File: config.mk
export PLATFORM = sky130hd
export DESIGN_NAME = columnar_conjunctive_predicate_filter_top_flat
export DESIGN_NICKNAME = d
export VERILOG_FILES = /design/src/design/ccpf_pkg.sv /design/src/design/ccpf_if.sv /design/src/design/columnar_conjunctive_predicate_filter_top.sv /design/src/design/ccpf_cfg_regs.sv /design/src/design/ccpf_clause_cmp.sv /design/src/flat_wrapper.sv
export VERILOG_INCLUDE_DIRS = /design/src /design/src/design
export SDC_FILE = /design/constraint.sdc
export NUM_CORES = 1
export LEC_CHECK = 0
export ABC_AREA = 0
export ABC_CLOCK_PERIOD_IN_PS = 10360
export BUFFER_PORTS_ARGS = -buffer_cell sky130_fd_sc_hd__buf_4
export CAP_MARGIN = 15
export CORE_MARGIN = 2
export CORE_UTILIZATION = 28
export CTS_CLUSTER_SIZE = 20
export DETAILED_ROUTE_END_ITERATION = 6
export SLEW_MARGIN = 40
export SYNTH_ARGS = -nofsm -noshare
export SYNTH_HDL_FRONTEND = slang
export SYNTH_SLANG_ARGS = --single-unit
File: constraint.sdc
create_clock -name i_clk -period 10.36 [get_ports i_clk]
set_input_delay 0.518 -clock i_clk [delete_from_list [all_inputs] [get_ports i_clk]]
set_output_delay 0.518 -clock i_clk [all_outputs]
set_load 0.1 [all_outputs]
File: src/design/columnar_conjunctive_predicate_filter_top_assert.svh
// assertion macros for the predicate filter
`ifndef COLUMNAR_CONJUNCTIVE_PREDICATE_FILTER_TOP_ASSERT_SVH
`define COLUMNAR_CONJUNCTIVE_PREDICATE_FILTER_TOP_ASSERT_SVH

// same-cycle implication
`define CCPF_ASSERT_NOW(lbl, clk, rst_n, ante, cons, msg) \
    lbl: assert property (@(posedge clk) disable iff (!(rst_n)) (ante) |-> (cons)) \
        else $error(msg);

// next-cycle implication
`define CCPF_ASSERT_NEXT(lbl, clk, rst_n, ante, cons, msg) \
    lbl: assert property (@(posedge clk) disable iff (!(rst_n)) (ante) |=> (cons)) \
        else $error(msg);

`endif

File: src/design/ccpf_pkg.sv
package ccpf_pkg;

    localparam int CHUNK_ROWS  = 2048;
    localparam int MAX_CLAUSES = 4;
    localparam int NUM_VALUES  = 4;
    localparam int ACT_CLAUSES = (MAX_CLAUSES < NUM_VALUES) ? MAX_CLAUSES : NUM_VALUES;

    localparam int CNT_W     = $clog2(CHUNK_ROWS + 1);
    localparam int ROW_IDX_W = 11;
    localparam int SEL_W     = 12;
    localparam int DATA_W    = 64;
    localparam int ADDR_W    = 6;

    typedef enum logic [2:0] {
        OP_LE = 3'd0,
        OP_LT = 3'd1,
        OP_EQ = 3'd2,
        OP_GE = 3'd3,
        OP_GT = 3'd4,
        OP_NE = 3'd5
    } t_op;

    typedef enum logic [1:0] {
        CT_DATE  = 2'd0,
        CT_INT4  = 2'd1,
        CT_INT8  = 2'd2,
        CT_UNSUP = 2'd3
    } t_ctype;

    typedef enum logic [2:0] {
        REG_ENABLE = 3'd0,
        REG_COUNT  = 3'd1,
        REG_OPS    = 3'd2,
        REG_TYPES  = 3'd3,
        REG_CONST0 = 3'd4,
        REG_CONST1 = 3'd5,
        REG_CONST2 = 3'd6,
        REG_CONST3 = 3'd7
    } t_reg;

    typedef struct packed {
        logic                                enabled;
        logic [2:0]                          count;
        logic [11:0]                         ops;
        logic [7:0]                          types;
        logic [NUM_VALUES-1:0][DATA_W-1:0]   constant;
    } t_cfg;

    typedef struct packed {
        logic ok;
        logic unsup;
    } t_clause_res;

    typedef struct packed {
        logic [NUM_VALUES-1:0][DATA_W-1:0] value;
        logic [3:0]                        null_mask;
        logic                              last_row;
    } t_row;

    typedef struct packed {
        logic                 passed;
        logic [ROW_IDX_W-1:0] row_index;
        logic [ROW_IDX_W-1:0] slot;
        logic [SEL_W-1:0]     selected_count;
        logic                 error;
        logic                 chunk_end;
    } t_result;

endpackage

File: src/design/ccpf_if.sv
interface ccpf_in_if;
    logic               valid;
    logic               ready;
    logic signed [63:0] value_0;
    logic signed [63:0] value_1;
    logic signed [63:0] value_2;
    logic signed [63:0] value_3;
    logic [3:0]         null_mask;
    logic               last_row;

    modport source(output valid, value_0, value_1, value_2, value_3, null_mask, last_row,
                   input ready);
    modport sink(input valid, value_0, value_1, value_2, value_3, null_mask, last_row,
                 output ready);
endinterface

interface ccpf_out_if;
    logic        valid;
    logic        ready;
    logic        passed;
    logic [10:0] row_index;
    logic [10:0] slot;
    logic [11:0] selected_count;
    logic        error;
    logic        chunk_end;

    modport source(output valid, passed, row_index, slot, selected_count, error, chunk_end,
                   input ready);
    modport sink(input valid, passed, row_index, slot, selected_count, error, chunk_end,
                 output ready);
endinterface

File: src/design/columnar_conjunctive_predicate_filter_top.sv
// a row accepted at the input is registered in stage r_s1, then its result word in r_res
//   with r_out_valid, and the word holds while o_out.ready is low
// throughput: one row per cycle unless o_out.ready stalls the output; set by the
//   clause compare stage and its row and selection counters, which update once per row
// reset: i_rst_n is synchronous, active low; clears both pipeline valids,
//   the row and selection counters and all configuration registers
module columnar_conjunctive_predicate_filter_top (
    input  logic                         i_clk,
    input  logic                         i_rst_n,
    ccpf_in_if.sink                      i_in,
    ccpf_out_if.source                   o_out,
    input  logic                         psel,
    input  logic                         penable,
    input  logic                         pwrite,
    input  logic [ccpf_pkg::ADDR_W-1:0]  paddr,
    input  logic [ccpf_pkg::DATA_W-1:0]  pwdata,
    output logic [ccpf_pkg::DATA_W-1:0]  prdata,
    output logic                         pready
);
    import ccpf_pkg::*;

    `include "columnar_conjunctive_predicate_filter_top_assert.svh"

    t_cfg                       cfg;
    logic                       r_s1_valid;
    t_row                       r_s1;
    logic                       r_out_valid;
    t_result                    r_res;
    logic [CNT_W-1:0]           r_row_cnt;
    logic [CNT_W-1:0]           r_sel_cnt;

    t_clause_res [ACT_CLAUSES-1:0] clause_res;
    logic [ACT_CLAUSES-1:0]     active;
    logic                       s1_go;
    logic                       s1_fire;
    logic                       in_fire;
    logic                       overflow;
    logic                       reach;
    logic                       pass;
    logic                       err;
    logic [CNT_W-1:0]           n_row_cnt;
    logic [CNT_W-1:0]           n_sel_cnt;
    t_result                    n_res;

    ccpf_cfg_regs u_cfg (
        .i_clk   (i_clk),
        .i_rst_n (i_rst_n),
        .psel    (psel),
        .penable (penable),
        .pwrite  (pwrite),
        .paddr   (paddr),
        .pwdata  (pwdata),
        .prdata  (prdata),
        .pready  (pready),
        .o_cfg   (cfg)
    );

    for (genvar gi = 0; gi < ACT_CLAUSES; gi++) begin : g_clause
        assign active[gi] = 3'(gi) < cfg.count;
        ccpf_clause_cmp u_cmp (
            .i_value (r_s1.value[gi]),
            .i_const (cfg.constant[gi]),
            .i_op    (cfg.ops[3*gi +: 3]),
            .i_ctype (t_ctype'(cfg.types[2*gi +: 2])),
            .i_null  (r_s1.null_mask[gi]),
            .o_res   (clause_res[gi])
        );
    end

    // handshake
    assign s1_go      = !r_out_valid || o_out.ready;
    assign s1_fire    = r_s1_valid && s1_go;
    assign i_in.ready = !r_s1_valid || s1_go;
    assign in_fire    = i_in.valid && i_in.ready;

    // active clauses in order when enabled (else every row passes), first failing one stops the check
    always_comb begin
        reach = 1'b1;
        pass  = 1'b1;
        err   = 1'b0;
        if (cfg.enabled) begin
            for (int i = 0; i < ACT_CLAUSES; i++) begin
                if (active[i] && reach) begin
                    if (clause_res[i].unsup) begin
                        err = 1'b1;
                    end
                    if (!clause_res[i].ok) begin
                        pass  = 1'b0;
                        reach = 1'b0;
                    end
                end
            end
        end
    end

    assign overflow = r_row_cnt >= CNT_W'(CHUNK_ROWS);

    always_comb begin
        n_row_cnt = r_row_cnt;
        n_sel_cnt = r_sel_cnt;
        n_res.chunk_end = r_s1.last_row;
        n_res.slot      = '0;
        if (overflow) begin
            n_res.passed    = 1'b0;
            n_res.error     = 1'b1;
            n_res.row_index = ROW_IDX_W'(CHUNK_ROWS - 1);
        end else begin
            n_res.passed    = pass;
            n_res.error     = err;
            n_res.row_index = ROW_IDX_W'(r_row_cnt);
            n_row_cnt       = r_row_cnt + 1'b1;
            if (pass) begin
                n_res.slot = ROW_IDX_W'(r_sel_cnt);
                n_sel_cnt  = r_sel_cnt + 1'b1;
            end
        end
        n_res.selected_count = SEL_W'(n_sel_cnt);
    end

    always_ff @(posedge i_clk) begin
        if (!i_rst_n) begin
            r_s1_valid  <= 1'b0;
            r_out_valid <= 1'b0;
            r_row_cnt   <= '0;
            r_sel_cnt   <= '0;
        end else begin
            if (i_in.ready) begin
                r_s1_valid <= i_in.valid;
            end
            if (s1_go) begin
                r_out_valid <= r_s1_valid;
            end
            if (s1_fire) begin
                if (r_s1.last_row) begin
                    r_row_cnt <= '0;
                    r_sel_cnt <= '0;
                end else begin
                    r_row_cnt <= n_row_cnt;
                    r_sel_cnt <= n_sel_cnt;
                end
            end
        end
    end

    always_ff @(posedge i_clk) begin
        if (in_fire) begin
            r_s1.value[0]  <= i_in.value_0;
            r_s1.value[1]  <= i_in.value_1;
            r_s1.value[2]  <= i_in.value_2;
            r_s1.value[3]  <= i_in.value_3;
            r_s1.null_mask <= i_in.null_mask;
            r_s1.last_row  <= i_in.last_row;
        end
        if (s1_fire) begin
            r_res <= n_res;
        end
    end

    assign o_out.valid          = r_out_valid;
    assign o_out.passed         = r_res.passed;
    assign o_out.row_index      = r_res.row_index;
    assign o_out.slot           = r_res.slot;
    assign o_out.selected_count = r_res.selected_count;
    assign o_out.error          = r_res.error;
    assign o_out.chunk_end      = r_res.chunk_end;

    `CCPF_ASSERT_NOW(a_pass_no_err, i_clk, i_rst_n, o_out.valid && o_out.passed, !o_out.error, "selected word flagged as error")
    `CCPF_ASSERT_NOW(a_slot_count, i_clk, i_rst_n, o_out.valid && o_out.passed, (SEL_W'(o_out.slot) + 1'b1) == o_out.selected_count, "slot and selected count disagree")
    `CCPF_ASSERT_NOW(a_slot_zero, i_clk, i_rst_n, o_out.valid && !o_out.passed, o_out.slot == '0, "slot set on rejected row")
    `CCPF_ASSERT_NEXT(a_chunk_clear, i_clk, i_rst_n, s1_fire && r_s1.last_row, (r_row_cnt == '0) && (r_sel_cnt == '0), "counters not cleared after last row")

endmodule

File: src/design/ccpf_cfg_regs.sv
module ccpf_cfg_regs (
    input  logic                         i_clk,
    input  logic                         i_rst_n,
    input  logic                         psel,
    input  logic                         penable,
    input  logic                         pwrite,
    input  logic [ccpf_pkg::ADDR_W-1:0]  paddr,
    input  logic [ccpf_pkg::DATA_W-1:0]  pwdata,
    output logic [ccpf_pkg::DATA_W-1:0]  prdata,
    output logic                         pready,
    output ccpf_pkg::t_cfg               o_cfg
);
    import ccpf_pkg::*;

    t_cfg r_cfg;
    t_reg reg_sel;

    assign reg_sel = t_reg'(paddr[ADDR_W-1:3]);
    assign pready  = 1'b1;
    assign o_cfg   = r_cfg;

    always_ff @(posedge i_clk) begin
        if (!i_rst_n) begin
            r_cfg <= '0;
        end else if (psel && penable && pwrite && pready) begin
            unique case (reg_sel)
                REG_ENABLE: r_cfg.enabled     <= pwdata[0];
                REG_COUNT:  r_cfg.count       <= pwdata[2:0];
                REG_OPS:    r_cfg.ops         <= pwdata[11:0];
                REG_TYPES:  r_cfg.types       <= pwdata[7:0];
                REG_CONST0: r_cfg.constant[0] <= pwdata;
                REG_CONST1: r_cfg.constant[1] <= pwdata;
                REG_CONST2: r_cfg.constant[2] <= pwdata;
                REG_CONST3: r_cfg.constant[3] <= pwdata;
            endcase
        end
    end

    always_comb begin
        unique case (reg_sel)
            REG_ENABLE: prdata = {{(DATA_W-1){1'b0}}, r_cfg.enabled};
            REG_COUNT:  prdata = {{(DATA_W-3){1'b0}}, r_cfg.count};
            REG_OPS:    prdata = {{(DATA_W-12){1'b0}}, r_cfg.ops};
            REG_TYPES:  prdata = {{(DATA_W-8){1'b0}}, r_cfg.types};
            REG_CONST0: prdata = r_cfg.constant[0];
            REG_CONST1: prdata = r_cfg.constant[1];
            REG_CONST2: prdata = r_cfg.constant[2];
            REG_CONST3: prdata = r_cfg.constant[3];
        endcase
    end

endmodule

File: src/design/ccpf_clause_cmp.sv
module ccpf_clause_cmp (
    input  logic [63:0]           i_value,
    input  logic [63:0]           i_const,
    input  logic [2:0]            i_op,
    input  ccpf_pkg::t_ctype      i_ctype,
    input  logic                  i_null,
    output ccpf_pkg::t_clause_res o_res
);
    import ccpf_pkg::*;

    logic signed [63:0] a;
    logic signed [63:0] b;
    logic               lt;
    logic               eq;
    logic               cmp;

    always_comb begin
        if (i_ctype == CT_INT8) begin
            a = i_value;
            b = i_const;
        end else begin
            // date and int4 use the low word, signed
            a = {{32{i_value[31]}}, i_value[31:0]};
            b = {{32{i_const[31]}}, i_const[31:0]};
        end
        lt = a < b;
        eq = a == b;
        unique case (i_op)
            OP_LE:   cmp = lt | eq;
            OP_LT:   cmp = lt;
            OP_EQ:   cmp = eq;
            OP_GE:   cmp = !lt;
            OP_GT:   cmp = !lt & !eq;
            OP_NE:   cmp = !eq;
            default: cmp = 1'b0;
        endcase
        o_res.unsup = !i_null && (i_ctype == CT_UNSUP);
        o_res.ok    = !i_null && (i_ctype != CT_UNSUP) && cmp;
    end

endmodule
File: src/flat_wrapper.sv
// flat-port wrapper written by rule: the top's interface ports become plain ports
module columnar_conjunctive_predicate_filter_top_flat import ccpf_pkg::*;
  (i_clk, i_rst_n, psel, penable, pwrite, paddr, pwdata, prdata, pready, i_in_valid, i_in_value_0, i_in_value_1, i_in_value_2, i_in_value_3, i_in_null_mask, i_in_last_row, i_in_ready, o_out_valid, o_out_passed, o_out_row_index, o_out_slot, o_out_selected_count, o_out_error, o_out_chunk_end, o_out_ready);
  ccpf_in_if i_in_i ();
  ccpf_out_if o_out_i ();
  input  logic i_clk;
  input  logic i_rst_n;
  input  logic psel;
  input  logic penable;
  input  logic pwrite;
  input  logic [ccpf_pkg::ADDR_W-1:0] paddr;
  input  logic [ccpf_pkg::DATA_W-1:0] pwdata;
  output logic [ccpf_pkg::DATA_W-1:0] prdata;
  output logic pready;
  input wire logic [$bits(i_in_i.valid)-1:0] i_in_valid;
  input wire logic [$bits(i_in_i.value_0)-1:0] i_in_value_0;
  input wire logic [$bits(i_in_i.value_1)-1:0] i_in_value_1;
  input wire logic [$bits(i_in_i.value_2)-1:0] i_in_value_2;
  input wire logic [$bits(i_in_i.value_3)-1:0] i_in_value_3;
  input wire logic [$bits(i_in_i.null_mask)-1:0] i_in_null_mask;
  input wire logic [$bits(i_in_i.last_row)-1:0] i_in_last_row;
  output wire logic [$bits(i_in_i.ready)-1:0] i_in_ready;
  output wire logic [$bits(o_out_i.valid)-1:0] o_out_valid;
  output wire logic [$bits(o_out_i.passed)-1:0] o_out_passed;
  output wire logic [$bits(o_out_i.row_index)-1:0] o_out_row_index;
  output wire logic [$bits(o_out_i.slot)-1:0] o_out_slot;
  output wire logic [$bits(o_out_i.selected_count)-1:0] o_out_selected_count;
  output wire logic [$bits(o_out_i.error)-1:0] o_out_error;
  output wire logic [$bits(o_out_i.chunk_end)-1:0] o_out_chunk_end;
  input wire logic [$bits(o_out_i.ready)-1:0] o_out_ready;
  assign i_in_i.valid = i_in_valid;
  assign i_in_i.value_0 = i_in_value_0;
  assign i_in_i.value_1 = i_in_value_1;
  assign i_in_i.value_2 = i_in_value_2;
  assign i_in_i.value_3 = i_in_value_3;
  assign i_in_i.null_mask = i_in_null_mask;
  assign i_in_i.last_row = i_in_last_row;
  assign i_in_ready = i_in_i.ready;
  assign o_out_valid = o_out_i.valid;
  assign o_out_passed = o_out_i.passed;
  assign o_out_row_index = o_out_i.row_index;
  assign o_out_slot = o_out_i.slot;
  assign o_out_selected_count = o_out_i.selected_count;
  assign o_out_error = o_out_i.error;
  assign o_out_chunk_end = o_out_i.chunk_end;
  assign o_out_i.ready = o_out_ready;
  columnar_conjunctive_predicate_filter_top u_core (.i_clk(i_clk), .i_rst_n(i_rst_n), .i_in(i_in_i), .o_out(o_out_i), .psel(psel), .penable(penable), .pwrite(pwrite), .paddr(paddr), .pwdata(pwdata), .prdata(prdata), .pready(pready));
endmodule
# ---- Word level (Yosys, flattened, before mapping)
# Cells that the tools add are included.
# W data, S select, Z words.
dict set report word_totals {
  register_bits 604
  in_bits 338
  out_inout_bits 104
  word_cells 181
}
dict set report op_classes {
  n_addsub 2
  magnitude_cmp 9
  n_eq_ne 44
  mux 43
  n_bitwise 9
  n_reduce_logical 50
}
# op n
set op_table {}
lappend op_table {{$mux W64} 8}
lappend op_table {{$pmux W64 S8} 1}
lappend op_table {{$eq A64 B64 Y1} 4}
lappend op_table {{$lt A64 B64 Y1} 4}
lappend op_table {{$mux W12} 5}
lappend op_table {{$eq A3 B3 Y1 const B} 12}
lappend op_table {{$eq A3 B2 Y1 const B} 10}
lappend op_table {{$mux W1} 25}
lappend op_table {{$add A12 B1 Y12 const B} 2}
lappend op_table {{$pmux W1 S6} 4}
lappend op_table {{$logic_and A1 B1 Y1} 19}
lappend op_table {{$reduce_and A2 Y1} 9}
lappend op_table {{$eq A2 B2 Y1 const B} 8}
lappend op_table {{$eq A3 B1 Y1 const B} 5}
lappend op_table {{$logic_not A3 Y1} 5}
lappend op_table {{$logic_not A1 Y1} 14}
lappend op_table {{$ge A12 B12 Y1 const B} 1}
lappend op_table {{$ne A2 B2 Y1 const B} 4}
lappend op_table {{$lt A1 B3 Y1 const A} 2}
lappend op_table {{$lt A2 B3 Y1 const A} 2}
lappend op_table {{$and A1 B1 Y1} 4}
lappend op_table {{$or A1 B1 Y1} 4}
lappend op_table {{$logic_or A1 B1 Y1} 2}
lappend op_table {{$ne A2 B1 Y1 const B} 1}
lappend op_table {{2 further kinds} 2}

# ---- Longest topological paths before layout
dict set report logic_depth {
  ltp_word 22
  ltp_mapped 20
  mapped_depth_nobuf 16
}

# ---- Hierarchy
# A second synthesis with hierarchy kept.
dict set report hier_totals {
  cells_unflattened 2874
  hier_area_um2 31396.4
}
# mod n_inst cells_each area_per_inst_um2 seq_area_each_um2
set by_module_without_submodules {}
lappend by_module_without_submodules {ccpf_cfg_regs 1 1175 12395.6 5605.4}
lappend by_module_without_submodules {columnar_conjunctive_predicate_filter_top 1 535 10687.8 9469.1}
lappend by_module_without_submodules {ccpf_clause_cmp 4 291 2078.2 0.0}

# ---- Worst setup path before layout
# OpenSTA, ideal clock, no wires.
dict set report synth_timing {
  path_kind {reg2reg}
  from {register u_core.r_out_valid (netlist: u_core.o_out.valid)}
  to {register u_core.r_s1, in the netlist u_core.n_res[0] (enable)}
  setup_ps 653
  t_arrival_ps 7632
  required_ps 9707
  setup_slack_ps 2075
  stages_incl_launch_ff 4
  n_path_buf 0
  period_less_slack_ps 8285
  path_cell_list {dfxtp_1 -> nor2b_1 -> nand2_1 -> and2_1}
}
dict set report synth_via {
  elab_chain_len 4
}
# item line
set synth_rtl {}
lappend synth_rtl {{start, declared} columnar_conjunctive_predicate_filter_top.sv:27} ;# logic r_out_valid;
lappend synth_rtl {{start signal, assigned} columnar_conjunctive_predicate_filter_top.sv:131} ;# r_out_valid <= r_s1_valid;
lappend synth_rtl {{$logic_not A1 Y1} columnar_conjunctive_predicate_filter_top.sv:71} ;# assign s1_go = !r_out_valid || o_out.ready;
lappend synth_rtl {{$logic_or A1 B1 Y1} columnar_conjunctive_predicate_filter_top.sv:71}
lappend synth_rtl {{$logic_or A1 B1 Y1} columnar_conjunctive_predicate_filter_top.sv:73} ;# assign i_in.ready = !r_s1_valid || s1_go;
lappend synth_rtl {{via i_in_ready} flat_wrapper.sv:22} ;# output wire logic [$bits(i_in_i.ready)-1:0] i_in_ready;
lappend synth_rtl {{$logic_and A1 B1 Y1} columnar_conjunctive_predicate_filter_top.sv:74} ;# assign in_fire = i_in.valid && i_in.ready;
lappend synth_rtl {{via u_core.in_fire} columnar_conjunctive_predicate_filter_top.sv:36} ;# logic in_fire;
lappend synth_rtl {{end, declared} columnar_conjunctive_predicate_filter_top.sv:26} ;# t_row r_s1;
# The timed path passes the listed nets, and every way through them passes these cells.
# A chain may end at the register's enable or synchronous reset.

==> run_results.csv <==
group,metric,value,unit
timing,slew_viol_final,0,
clock_network,clk_latency,0.65,ns
clock_network,cts.hold.buffers_added,21,
timing,rsz0062_at_grt,"no",
timing,finalHoldViolCount,0,
drt,drc_errors,0,
timing,max_slew.worst_pin.slew,0.819,ns
critical_path,critPathMaxFanout,31,
critical_path,reg2reg_slack,4.34,ns
power_and_ir_drop,p_per_area,156,mW/mm2
clock_network,clockRootBuffer,"clkbuf_16",
yosys,yosysWarningCount,0,
cells_and_area,drive_gt1_share,18.0,%
yosys,synth_ff_type,"dfxtp_1",
drt,drt_first_pass_iters,5,
critical_path,worstPathRequired,10.74,ns
yosys,synth.distinct_cells,75,
timing,maxSlewHeadroom,45.4,%
yosys,synth_edf_count,298,
timing,final.setup_skew,0.0202,ns
global_route,grt_pass1_wl,162000,um
yosys,netlist_instances,3194,
yosys,synth_top_cells_by_count,"698 x nand2_1, 526 x a21oi_1, 306 x dfxtp_1, 298 x edfxtp_1, 259 x ha_1",
yosys,synth.net_count,3791,
drt,drt_iter0_drc,2491,
floorplan,initial_core_util,28.2,%
critical_path,endpoint,"u_core.o_out.selected_count[10]$_DFFE_PP_",
power_and_ir_drop,power,5.89,mW
critical_path,critPathSlowestCell,"a222oi_1",
drt,routed_via_density,5.08,
yosys,synth_top_area_share,29.6,%
yosys,synthesis.area,0.0302,mm2
critical_path,cp-startpoint,"u_core.u_cfg.o_cfg[260]$_SDFFE_PN0P_",
floorplan,die_x,332,um
placement,hpwl,84100,um
clock_network,cts_tree,"yes",
critical_path,worstRegToRegCells,19,
flow_run,maxCapViolCount,0,
floorplan,die-area,0.110,mm2
placement,portBuffers,437,
cells_and_area,synthToLayoutAreaGrowth,25.4,%
critical_path,critical-path-max-stage-delay,0.71,ns
timing,fmax,166,MHz
critical_path,crit_type,"register to register",
yosys,synth_most_common_cell,"nand2_1",
global_route,antenna_found_initial,29,
global_route,overflow,0,
yosys,avgSynthCellArea,9.45,um2
floorplan,io_pins,442,
power_and_ir_drop,ir_worst_vdd,0.115,mV
global_route,grt_pass1_vias,24200,
cells_and_area,final_nets,4163,
yosys,async_flop_share,0,%
drt,routed_wl,113000,um
global_route,grt_usage,19.8,%
clock_network,postCtsSetupRepairBufs,0,
critical_path,cp.arrival,6.40,ns
clock_network,clockBufferDepth,3,
critical_path,r2r-start,"u_core.u_cfg.o_cfg[260]$_SDFFE_PN0P_",
drt,num_vias,25600,
drt,ant_nets,0,
power_and_ir_drop,power_leakage,14.4,nW
clock_network,path_clk_slew,0.06,ns
outcome,status,"complete, no violations",
yosys,synth_seq_cells,604,
global_route,grt_max_degree,137,
floorplan,core-area,0.107,mm2
critical_path,r2r_end,"u_core.o_out.selected_count[10]$_DFFE_PP_",
timing,holdWs,0.0437,ns
worst_hold_path,hold_path_class,"input port to register",
clock_network,cts_made_buffers,74,
timing,period_share,58.1,%
placement,place_congestion,0.874,
timing,setup_viol,0,
drt,wl_per_cell,22.5,um
cells_and_area,fillCellCount,10700,
clock_network,cts-resized-gates,0,
clock_network,htreeDepth,3,
yosys,yosysSeqAreaShare,49.9,%
clock_network,cts.sinks,604,
critical_path,critPathCaptureType,"register",
floorplan,rows,120,
timing,tns,0,ns
critical_path,worstPathCellList,"nor2b_4 > buf_16 > buf_4 > nor2b_2 > buf_4 > a21o_1 > ha_1 > a21oi_1 > o21ai_0 > a221o_1 > a211o_1 > a222oi_1 > o2111a_1 > mux2_2 > a21oi_1 > o211ai_2 > a21boi_2 > nand4_1 > xnor2_1",
yosys,synth_top_area_cell,"edfxtp_1",
timing,finalCriticalPeriod,6.02,ns
floorplan,die_h,332,um
yosys,ys_top_cells_by_area,"edfxtp_1 30%, dfxtp_1 20%, ha_1 11%",
critical_path,start_kind,"register",
[registers in the layout, indices dropped and copies added (netlist names)]
name                         flops
u_core.r_row_cnt                12
u_core.o_out.valid               1
u_core.o_out.row_index          11
u_core.o_out.error               1
u_core.n_res                     1
u_core.o_out.selected_count     12
u_core.r_sel_cnt                12
u_core.o_out.slot               11
u_core.o_out.chunk_end           1
u_core.o_out.passed              1
u_core.u_cfg.o_cfg             280
u_core.r_s1_valid                1
u_core.r_s1                    260
[power by group]
group | internal [mW] | switching, mW | total [mW]
clock | 1.62 | 1.11 | 2.73
combinational | 0.207 | 0.321 | 0.528
sequential | 2.59 | 0.0451 | 2.64
total | 4.42 | 1.47 | 5.89
[how the worst min path moves through the flow]
stage                                                   start                                  end  slack [ns]  depth (start not counted)
after floorplan           u_core.u_cfg.o_cfg[66]$_SDFFE_PN0P_  u_core.u_cfg.o_cfg[66]$_SDFFE_PN0P_        0.45                          2
after global placement    u_core.u_cfg.o_cfg[95]$_SDFFE_PN0P_  u_core.u_cfg.o_cfg[95]$_SDFFE_PN0P_        0.46                          2
after detailed placement  u_core.u_cfg.o_cfg[95]$_SDFFE_PN0P_  u_core.u_cfg.o_cfg[95]$_SDFFE_PN0P_        0.46                          2
after CTS                                    i_in_value_0[31]            u_core.r_s1[36]$_DFFE_PP_      0.0001                          1
after global routing                         i_in_value_2[34]           u_core.r_s1[167]$_DFFE_PP_        0.02                          1
final                                        i_in_value_1[47]           u_core.r_s1[116]$_DFFE_PP_        0.04                          1
[layer usage]
metal	track usage, %	routed length, um	up-vias
li1	-	-	12200
met1	27.0	50400	12300
met2	30.5	50500	899
met3	4.20	8140	195
met4	7.95	4140	30
met5	0	194	-
[worst max-delay path: cells and delay by family, from the launching register on]
| family | cells | cell delay (ns) |
|---|---|---|
| mux | 1 | 0.37 |
| buf+inv | 3 | 0.77 |
| compound gates | 10 | 2.94 |
| simple gates | 3 | 0.83 |
| fa+ha+maj | 1 | 0.24 |
| flops | 1 | 0.43 |
| xor+xnor | 1 | 0.16 |
[stage by stage]
step                std cells  cell area, um2  utilization, %  worst slack (ns)
global placement         4863           34800            32.5              3.90
finish                   5042           37900            35.4              4.34
detailed placement       4871           35000            32.7              4.28
global route             5039           37800            35.4              3.96
floorplan                3194           30200               -              2.08
CTS                      5030           37800            35.3              4.26
[cell families after synthesis]
group,share of synthesized area (%)
xor gates and xnor gates,0.464
DFF,49.9
and+or+nand+nor,15.0
buffers and inverters,4.16
muxes,1.34
adders and majority gates,10.7
AOI/OAI and AO/OA,18.4
other,0.0124
[area by class of cell]
| class | instances | area [um2] | area share (%) |
|---|---|---|---|
| clock inverter | 32 | 362 | 0.955 |
| antenna | 11 | 27.5 | 0.0727 |
| clock buffer | 106 | 2200 | 5.82 |
| inverter | 141 | 537 | 1.42 |
| multi-input combinational | 2257 | 14000 | 37.1 |
| tap | 1403 | 1760 | 4.64 |
| timing repair buffer | 488 | 3860 | 10.2 |
| sequential | 604 | 15100 | 39.8 |
[placed cells by master, fill, tap and decap left out, drive strengths merged, types with 7 or more instances in the layout]
cell type      n
or3           11
a21oi        526
inv          149
a22oi        110
o211ai         9
o21ai         59
clkbuf       106
nand3         37
diode         11
clkinv        16
and2          18
nor2          76
buf          467
nor2b         21
mux4           7
nand2        698
a21o         148
nor4          14
dfxtp        306
dlygate4sd3   21
nor3          24
edfxtp       298
ha           259
nand2b        12
and3          18
mux2i         19
nand4         65
or2           12
and4           9
xor2          10
No activity file was read; power rests on OpenSTA's default activity.
